--- src/design/nsf_pkg.sv ---
// Types, characters and helper functions of the NMEA sentence framer.
package nsf_pkg;

  localparam int unsigned HEAD_DEPTH = 6;
  localparam int unsigned HEAD_LEN_W = 3;
  localparam int unsigned KIND_W     = 3;

  localparam logic [7:0] CH_START = 8'h24;
  localparam logic [7:0] CH_COMMA = 8'h2C;
  localparam logic [7:0] CH_STAR  = 8'h2A;
  localparam logic [7:0] CH_CR    = 8'h0D;

  typedef logic [HEAD_DEPTH-1:0][7:0] head_t;
  typedef logic [1:0][7:0]            sum_chars_t;

  // "$GPRMC" and "$GPGGA", first character at index 0.
  localparam head_t HDR_RMC = {8'h43, 8'h4D, 8'h52, 8'h50, 8'h47, 8'h24};
  localparam head_t HDR_GGA = {8'h41, 8'h47, 8'h47, 8'h50, 8'h47, 8'h24};

  typedef enum logic [1:0] {
    PH_IDLE  = 2'd0,
    PH_BODY  = 2'd1,
    PH_SUM   = 2'd2,
    PH_CLOSE = 2'd3
  } phase_e;

  typedef enum logic [KIND_W-1:0] {
    KIND_RMC      = 3'd0,
    KIND_GGA      = 3'd1,
    KIND_OTHER    = 3'd2,
    KIND_BAD_SUM  = 3'd3,
    KIND_OVERFLOW = 3'd4
  } kind_e;

  // Value of one hex digit in either case; anything else counts as zero.
  function automatic logic [3:0] hex_val(input logic [7:0] c);
    logic [3:0] v;
    v = 4'd0;
    if (c >= 8'h30 && c <= 8'h39) begin
      v = c[3:0];
    end else if ((c >= 8'h41 && c <= 8'h46) || (c >= 8'h61 && c <= 8'h66)) begin
      v = c[3:0] + 4'd9;
    end
    return v;
  endfunction

endpackage

--- src/design/nmea_sentence_framer_top.sv ---
// Top level of the NMEA sentence framer: byte intake, framing state and result register.
//
// The framer takes one received UART character per clock unless stalled and frames NMEA
// 0183 sentences: a sentence opens on '$', body bytes (commas included) fold into a running
// XOR and each comma counts a field, up to two checksum characters after '*' are kept until
// CR, and the byte that follows CR closes the sentence with one result transaction carrying
// the kind (RMC, GGA, other, bad checksum, overflow), both checksums and the sticky
// bad-checksum flag. A sentence that reaches MAX_FIELDS-1 fields or MAX_CHARS-1 characters
// in one field gives an overflow result on its next byte, which is dropped. A byte is taken
// into an input register and handled by the framing logic from there, so the block sustains
// one byte per clock while not stalled; a result is registered in the output register when
// its closing byte is handled from the input register. The only thing that holds the input
// back is a byte that would produce a result while the output register still holds an
// untaken result; bytes that give no result keep flowing even while the output side stalls.
module nmea_sentence_framer_top #(
  parameter int unsigned MAX_FIELDS = 32,
  parameter int unsigned MAX_CHARS  = 16
) (
  input  logic                      clk_i,
  input  logic                      rst_ni,
  input  logic                      rx_valid_i,
  output logic                      rx_stall_o,
  input  logic [7:0]                rx_byte_i,
  output logic                      res_valid_o,
  input  logic                      res_stall_i,
  output logic [nsf_pkg::KIND_W-1:0] sentence_kind_o,
  output logic [7:0]                computed_sum_o,
  output logic [7:0]                received_sum_o,
  output logic                      checksum_error_sticky_o
);
  import nsf_pkg::*;

  localparam int unsigned FIELD_W = $clog2(MAX_FIELDS);
  localparam int unsigned CHAR_W  = $clog2(MAX_CHARS);

  // Input register.
  logic       in_valid_q;
  logic [7:0] in_byte_q;

  // Framing state.
  phase_e                phase_q, phase_d;
  logic [FIELD_W-1:0]    field_index_q, field_index_d;
  logic [CHAR_W-1:0]     char_pos_q, char_pos_d;
  logic [7:0]            running_xor_q, running_xor_d;
  sum_chars_t            sum_chars_q, sum_chars_d;
  head_t                 head_chars_q, head_chars_d;
  logic [HEAD_LEN_W-1:0] head_length_q, head_length_d;
  logic                  bad_sum_q, bad_sum_d;

  // Result register.
  logic              out_valid_q;
  logic [KIND_W-1:0] kind_q, kind_d;
  logic [7:0]        csum_q;
  logic [7:0]        rsum_q, rsum_d;

  logic overflow;
  logic gives_result;
  logic out_free;
  logic fire;
  logic rx_accept;

  // An overflow or a closing byte produces a result; both depend on state only.
  assign overflow = (field_index_q == FIELD_W'(MAX_FIELDS - 1)) ||
                    (char_pos_q == CHAR_W'(MAX_CHARS - 1));
  assign gives_result = overflow || (phase_q == PH_CLOSE);

  assign out_free   = !out_valid_q || !res_stall_i;
  assign fire       = in_valid_q && (!gives_result || out_free);
  assign rx_stall_o = in_valid_q && !fire;
  assign rx_accept  = rx_valid_i && !rx_stall_o;

  always_comb begin
    logic keep_head;
    logic [7:0] b;
    logic [7:0] rsum;

    b             = in_byte_q;
    keep_head     = 1'b0;
    rsum          = {hex_val(sum_chars_q[0]), hex_val(sum_chars_q[1])};
    phase_d       = phase_q;
    field_index_d = field_index_q;
    char_pos_d    = char_pos_q;
    running_xor_d = running_xor_q;
    sum_chars_d   = sum_chars_q;
    head_chars_d  = head_chars_q;
    head_length_d = head_length_q;
    bad_sum_d     = bad_sum_q;
    kind_d        = KIND_OVERFLOW;
    rsum_d        = 8'd0;

    if (overflow) begin
      kind_d = KIND_OVERFLOW;
      rsum_d = 8'd0;
    end else begin
      unique case (phase_q)
        PH_IDLE: begin
          if (b == CH_START) begin
            keep_head     = 1'b1;
            char_pos_d    = CHAR_W'(1);
            running_xor_d = 8'd0;
            phase_d       = PH_BODY;
          end
        end
        PH_BODY: begin
          if (b == CH_COMMA) begin
            field_index_d = field_index_q + FIELD_W'(1);
            char_pos_d    = '0;
            running_xor_d = running_xor_q ^ b;
          end else if (b == CH_STAR) begin
            phase_d       = PH_SUM;
            field_index_d = field_index_q + FIELD_W'(1);
            char_pos_d    = '0;
          end else begin
            running_xor_d = running_xor_q ^ b;
            keep_head     = (field_index_q == '0);
            char_pos_d    = char_pos_q + CHAR_W'(1);
          end
        end
        PH_SUM: begin
          if (char_pos_q < CHAR_W'(2)) begin
            sum_chars_d[char_pos_q[0]] = b;
            char_pos_d                 = char_pos_q + CHAR_W'(1);
          end
          if (b == CH_CR) begin
            phase_d = PH_CLOSE;
          end
        end
        PH_CLOSE: begin
          rsum_d = rsum;
          if (rsum != running_xor_q) begin
            bad_sum_d = 1'b1;
            kind_d    = KIND_BAD_SUM;
          end else begin
            bad_sum_d = 1'b0;
            if (head_length_q == HEAD_LEN_W'(HEAD_DEPTH) && head_chars_q == HDR_RMC) begin
              kind_d = KIND_RMC;
            end else if (head_length_q == HEAD_LEN_W'(HEAD_DEPTH) &&
                         head_chars_q == HDR_GGA) begin
              kind_d = KIND_GGA;
            end else begin
              kind_d = KIND_OTHER;
            end
          end
        end
        default: begin
          phase_d = PH_IDLE;
        end
      endcase
    end

    // Header capture saturates at one past the depth to mark a long first field.
    if (keep_head) begin
      if (head_length_q < HEAD_LEN_W'(HEAD_DEPTH)) begin
        head_chars_d[head_length_q] = b;
        head_length_d               = head_length_q + HEAD_LEN_W'(1);
      end else begin
        head_length_d = HEAD_LEN_W'(HEAD_DEPTH + 1);
      end
    end

    // Every result returns the framer to idle; only the sticky flag survives.
    if (gives_result) begin
      phase_d       = PH_IDLE;
      field_index_d = '0;
      char_pos_d    = '0;
      running_xor_d = 8'd0;
      sum_chars_d   = '0;
      head_chars_d  = '0;
      head_length_d = '0;
    end
  end

  always_ff @(posedge clk_i or negedge rst_ni) begin
    if (!rst_ni) begin
      in_valid_q    <= 1'b0;
      phase_q       <= PH_IDLE;
      field_index_q <= '0;
      char_pos_q    <= '0;
      running_xor_q <= 8'd0;
      sum_chars_q   <= '0;
      head_chars_q  <= '0;
      head_length_q <= '0;
      bad_sum_q     <= 1'b0;
      out_valid_q   <= 1'b0;
    end else begin
      if (rx_accept) begin
        in_valid_q <= 1'b1;
      end else if (fire) begin
        in_valid_q <= 1'b0;
      end
      if (fire) begin
        phase_q       <= phase_d;
        field_index_q <= field_index_d;
        char_pos_q    <= char_pos_d;
        running_xor_q <= running_xor_d;
        sum_chars_q   <= sum_chars_d;
        head_chars_q  <= head_chars_d;
        head_length_q <= head_length_d;
        bad_sum_q     <= bad_sum_d;
      end
      if (fire && gives_result) begin
        out_valid_q <= 1'b1;
      end else if (!res_stall_i) begin
        out_valid_q <= 1'b0;
      end
    end
  end

  // Payload registers carry no reset.
  always_ff @(posedge clk_i) begin
    if (rx_accept) begin
      in_byte_q <= rx_byte_i;
    end
    if (fire && gives_result) begin
      kind_q <= kind_d;
      csum_q <= running_xor_q;
      rsum_q <= rsum_d;
    end
  end

  // The sticky flag is shown as it stands after the closing byte.
  logic sticky_q;
  always_ff @(posedge clk_i) begin
    if (fire && gives_result) begin
      sticky_q <= bad_sum_d;
    end
  end

  assign res_valid_o             = out_valid_q;
  assign sentence_kind_o         = kind_q;
  assign computed_sum_o          = csum_q;
  assign received_sum_o          = rsum_q;
  assign checksum_error_sticky_o = sticky_q;

endmodule

--- config.mk ---
export PLATFORM = sky130hd
export DESIGN_NAME = nmea_sentence_framer_top
export DESIGN_NICKNAME = d
export VERILOG_FILES = /design/src/design/nsf_pkg.sv /design/src/design/nmea_sentence_framer_top.sv
export SDC_FILE = /design/constraint.sdc
export NUM_CORES = 1
export LEC_CHECK = 0
export BUFFER_PORTS_ARGS = -buffer_cell sky130_fd_sc_hd__buf_2
export CAP_MARGIN = 20
export CORE_AREA = 2 2 103 105
export CTS_CLUSTER_DIAMETER = 80
export DETAILED_ROUTE_END_ITERATION = 16
export DIE_AREA = 0 0 105 107
export PLACE_DENSITY = 0.72
export SLEW_MARGIN = 25
export SYNTH_ARGS = -nofsm -noshare
export SYNTH_HDL_FRONTEND = slang
export SYNTH_SLANG_ARGS = --single-unit
--- constraint.sdc ---
create_clock -name clk_i -period 4.3 [get_ports clk_i]
set_input_delay 0.86 -clock clk_i [delete_from_list [all_inputs] [get_ports clk_i]]
set_output_delay 0.86 -clock clk_i [all_outputs]
set_load 0.03 [all_outputs]
-- Word-level counts from Yosys, hierarchy flattened
Cells that the tools add are included.
- add/subtract/negate cells: 5
- multiply operators: 0
- div/mod/pow operators: 0
- magnitude comparators: 18
- equality and inequality tests: 21
- shift-type cells: 0
- mux-type cells: 60
- bitwise gates (word level): 2
- reduce and logical (&&, ||, !) cells: 44
- operators by type and width (operator ; count):
    $mux W48 ; 3
    $eq A48 B47 Y1 const B ; 2
    $mux W16 ; 4
    $mux W8 ; 7
    $bwmux W48 ; 1
    $mux W4 ; 10
    $ge A8 B7 Y1 const B ; 4
    $le A8 B7 Y1 const B ; 4
    $mux W5 ; 5
    $demux W8 S3 ; 1
    $eq A8 B6 Y1 const B ; 3
    $mux W2 ; 9
    $bwmux W16 ; 1
    $ge A8 B6 Y1 const B ; 2
    $le A8 B6 Y1 const B ; 2
    $pmux W8 S2 ; 1
    $ne A3 B3 Y1 const B ; 5
    $logic_and A1 B1 Y1 ; 14
    $pmux W4 S3 ; 1
    $reduce_bool A2 Y1 ; 6
    $mux W1 ; 11
    $reduce_and A5 Y1 ; 2
    $mux W3 ; 3
    $add A4 B4 Y4 const B ; 2
    34 further kinds ; 47
- bits in registers: 117
- bits in latches: 0
- bits in writable memories: 0
- memory bits (read-only): 0
- input bits: 12
- output and inout bits: 22
- word-level logic and storage cells: 171
- memories kept: 0

-- Longest topological paths before layout
- depth after elaboration: 11
- gate-level depth with buffers: 10
- gate-level depth less buffers: 9

-- Least setup slack after synthesis
No wires, ideal clock.
- path type: reg-to-reg
- start point: reg field_index_q[0]
- end point: reg field_index_q[1]
- arrival time: 3145 ps
- path slack: 1033 ps
- stages on the path, launching flop included: 9
- buffers on the path: 0
- clock period less this slack: 3267 ps
- cell sequence: dfrtp_1 ha_1 and3_1 ha_1 a311oi_4 o21ai_2 nor2_1 nor2_1 a32o_1
- word-level cells in the longest chain between the ends: 7
- ends and longest elaborated chain (what ; RTL line ; text):
    from (decl) ; nmea_sentence_framer_top.sv:42 ; logic [FIELD_W-1:0] field_index_q, field_index_d;
    from (signal assigned) ; nmea_sentence_framer_top.sv:193 ; field_index_q <= field_index_d;
    branches (longest 7 deep; another with $add A5 B1 Y5) ; -- ;
Parallel ways; which one is timed is not known. The select of a mux whose other input is x is not followed.
A chain may end at the register's enable or synchronous reset.

-- Final worst setup path
- start point: reg field_index_q[0]
- end point: out rx_stall_o
- word-level cells in the longest chain between the ends: 8
- ends and longest elaborated chain (what ; RTL line ; text):
    $eq A5 B5 Y1 ; nmea_sentence_framer_top.sv:63 ; assign overflow = (field_index_q == FIELD_W'(MAX_FIELDS - 1)) ||
    $logic_or A1 B1 Y1 ; nmea_sentence_framer_top.sv:63 ;
    $logic_or A1 B1 Y1 ; nmea_sentence_framer_top.sv:65 ; assign gives_result = overflow || (phase_q == PH_CLOSE);
    $logic_not A1 Y1 ; nmea_sentence_framer_top.sv:68 ; assign fire = in_valid_q && (!gives_result || out_free);
    $logic_or A1 B1 Y1 ; nmea_sentence_framer_top.sv:68 ;
    $logic_and A1 B1 Y1 ; nmea_sentence_framer_top.sv:68 ;
    $logic_not A1 Y1 ; nmea_sentence_framer_top.sv:69 ; assign rx_stall_o = in_valid_q && !fire;
    $logic_and A1 B1 Y1 ; nmea_sentence_framer_top.sv:69 ;
    to (decl) ; nmea_sentence_framer_top.sv:22 ; output logic rx_stall_o,
Every way passes these cells.

==> impl_metrics.env <==
export IMPL_grt_overflow_total=0
export IMPL_hold_path_class="in2async"
export IMPL_max_freq_mhz=297
export IMPL_drt_iter0_markers=348
export IMPL_crit_path_start_kind="register"
export IMPL_timing_setup_critical_path_class="reg2out"
export IMPL_ys_flop_type="dfrtp_1"
export IMPL_cts_resized=0
export IMPL_grt_pass1_vias=4110
export IMPL_seq_area_frac_synth_pct=56.5
export IMPL_crit_end="rx_stall_o"
export IMPL_placement_io_buffers=33
export IMPL_syn_area_um2=5430
export IMPL_post_synth_num_cell_types=60
export IMPL_total_leakage_power_nw=2.75
export IMPL_area_inside_the_core_boundary_um2=10100
export IMPL_synth_cells=495
export IMPL_cp_common_cell="ha_1"
export IMPL_critPathMaxStageDelay_ns=0.41
export IMPL_tritoncts="done"
export IMPL_initial_standard_cell_utilization_of_the_core_pct=53.8
export IMPL_worst_slack_ns=0.934
export IMPL_worstPathArrival_ns=2.51
export IMPL_critPathSlowestCell="dfrtp_1"
export IMPL_grt_first_pass_wirelength_mm=20.3
export IMPL_cap_violations=0
export IMPL_maxSlewViolCount=0
export IMPL_die_x_um=105
export IMPL_net_count_of_the_mapped_netlist=523
export IMPL_reg2regPathDepth=6
export IMPL_run_status="finished clean"
export IMPL_synth_warnings=0
export IMPL_fin_setup_tns_ns=0
export IMPL_timing_final_hold_violations=0
export IMPL_clock_latency_ns=0.51
export IMPL_timing_critical_path_required_ns=3.44
export IMPL_tightestPinTransition_ns=0.801
export IMPL_final_period_demand_of_the_worst_path_ns=3.37
export IMPL_hold_slack_ns=0.427
export IMPL_cts_max_level=4
export IMPL_drt_pre_antenna_iters=5
export IMPL_syn_to_final_growth_pct=16.6
export IMPL_pre_cts_ws_ns=1.40
export IMPL_clock_transition_at_path_regs_ns=0.06
export IMPL_ys_async_sr_fraction_pct=76.1
export IMPL_final_setup_violations=0
export IMPL_critical_path_endpoint_type="output pin"
export IMPL_grt_antenna_before_repair=0
export IMPL_clock_sink_count=117
export IMPL_timing_critical_path_from="field_index_q[0]"
export IMPL_peakVddDrop_mv=0.292
export IMPL_cts_inserted_buffers=17
export IMPL_dp_hpwl_mm=8.33
export IMPL_totalWireLength_mm=12.1
export IMPL_dr_total_vias=4065
export IMPL_nNetsFinal=569
export IMPL_synth_seq_cells=117
export IMPL_io_pin_count=34
export IMPL_power_density_nw_per_um2=738
export IMPL_rsz_0062_raised_after_global_routing="false"
export IMPL_die_height_um=107
export IMPL_timing_reg2reg_setup_slack_ns=1.41
export IMPL_finish_instance_area_um2=6340
export IMPL_remaining_drc_errors=0
export IMPL_antenna_cells_inserted=0
export IMPL_synth_edf_count=28
export IMPL_avgRoutedWirePerCell_um=17.6
export IMPL_route_antenna_remaining_nets=0
export IMPL_max_slew_margin_pct=46.6
export IMPL_min_period_over_period_pct=78.3
export IMPL_worstReg2RegStart="sum_chars_q[15]"
export IMPL_clock_skew_ns=0.0125
export IMPL_vias_per_cell=5.89
export IMPL_max_clock_path_buffers=2
export IMPL_post_dp_cell_area_um2=5750
export IMPL_largest_net_degree_at_the_start_of_global_routing=64
export IMPL_syn_avg_cell_area_um2=11.0
export IMPL_drive_above_1_share_pct=15.0
export IMPL_cts_hold_buffers=0
export IMPL_cp_cell_sequence="ha_1 > and3_1 > ha_1 > a31oi_1 > nand2b_1 > nand4_1 > inv_1 > buf_2"
export IMPL_ctsRootBufferMaster="clkbuf_8"
export IMPL_place_gp_congestion=0.923
export IMPL_cp_max_fo=10
export IMPL_report_power_total_mw=4.68
export IMPL_track_usage_pct=23.4
export IMPL_floorplan_rows=37
export IMPL_full_die_area_um2=11200
export IMPL_cts_setup_buffers=0
export IMPL_crit_reg2reg_capture="sentence_kind_o[1]"
## critical path, delay by kind of cell, from the launching register on
kind | cells | cell delay, ns
buffers and inverters | 2 | 0.22
DFF | 1 | 0.41
adders and majority gates | 2 | 0.44
and+or+nand+nor | 3 | 0.71
AOI/OAI and AO/OA | 1 | 0.20
## Yosys cell counts, types with 3 or more instances
cell type  instances  area share [%]
a21boi_0           3            0.41
a21o_1             3            0.41
a21oi_1           11             1.0
a22o_1            27             4.4
a311oi_1           3            0.48
a31oi_1            6            0.69
and2_1             4            0.46
clkbuf_1           6            0.41
dfrtp_1           89              41
edfxtp_1          28              15
ha_1              16             3.7
inv_1             17             1.2
nand2_1           82             5.7
nand2_2            5            0.58
nand2b_1           8            0.92
nand3_1            6            0.55
nand4_1            5            0.58
nand4b_1           3            0.48
nor2_1            23             1.6
nor2b_1            6            0.69
nor3_1             9            0.83
nor3b_1            4            0.55
nor4_1             4            0.46
nor4b_1            5            0.81
nor4bb_1           6             1.1
o21ai_0           47             4.3
o21ai_1            6            0.55
o21ba_2            3            0.55
o21bai_1           3            0.41
xnor2_1            5            0.81
xor2_1            13             2.1
## how the worst min path moves through the flow
stage,end,slack (ns),cells after the start
floorplan,head_chars_q[23],0.44,2
global placement,head_chars_q[2],0.46,2
detailed placement,head_chars_q[2],0.47,2
CTS,field_index_q[2],0.45,1
global route,field_index_q[2],0.49,1
finish,field_index_q[2],0.43,1
## state kept, by name, indices dropped and copies added (netlist names)
register / flops
bad_sum_q: 1
char_pos_q: 4
checksum_error_sticky_o: 1
computed_sum_o: 8
field_index_q: 5
head_chars_q: 48
head_length_q: 3
in_byte_q: 8
in_valid_q: 1
phase_q: 2
received_sum_o: 8
res_valid_o: 1
running_xor_q: 8
sentence_kind_o: 3
sum_chars_q: 16
## cell type report
class / instances / area, um2
Fill cell: 806 / 3750
Sequential cell: 117 / 3070
Multi-Input combinational cell: 352 / 2270
Clock buffer: 25 / 485
Timing Repair Buffer: 36 / 190
Tap cell: 136 / 170
Clock inverter: 7 / 93.8
Inverter: 17 / 63.8
## where the power goes
part           total (mW)  leakage [nW]  switching [mW]  internal, mW
combinational        1.47          1.04           0.901         0.564
sequential           1.85          1.44           0.319          1.53
clock                1.37         0.277           0.478         0.888
total                4.68          2.75            1.70          2.98
## layer usage
metal | track usage (%) | wire length (um) | vias up | part of all wire (%)
met5 | 0 | 0 | - | 0
met1 | 29.8 | 5320 | 2019 | 44
li1 | - | - | 1898 | -
met3 | 5.11 | 587 | 17 | 4.8
met4 | 9.05 | 149 | 0 | 1.2
met2 | 39.1 | 6080 | 131 | 50
## layout by cell type (no fill, tap or decap), drive strengths merged, types with 11 or more instances in the layout
master  synthesis  layout
buf             3      36
nand2          87      87
nor3           11      11
xor2           13      13
dfrtp          89      89
o21ai          54      54
inv            17      17
edfxtp         28      28
ha             16      16
a21oi          11      11
nor2           24      24
a22o           27      27
clkbuf          6      25
## through the flow
stage / instances / util [%]
finish: 690 / 62.8
global route: 690 / 62.8
CTS: 690 / 62.7
detailed placement: 658 / 57.0
global placement: 658 / 57.0
floorplan: 495 / -
## kinds of logic (layout without fill, tap and decap cells)
kind of cell	count (synthesis)	after routing	share of synthesized area (%)
xor gates and xnor gates	18	18	2.90
muxes	2	2	0.368
buffers and inverters	26	85	1.98
and+or+nand+nor	183	183	17.4
AOI/OAI and AO/OA	133	133	17.2
adders and majority gates	16	16	3.68
DFF	117	117	56.5
(Power assumes the default switching activity.)
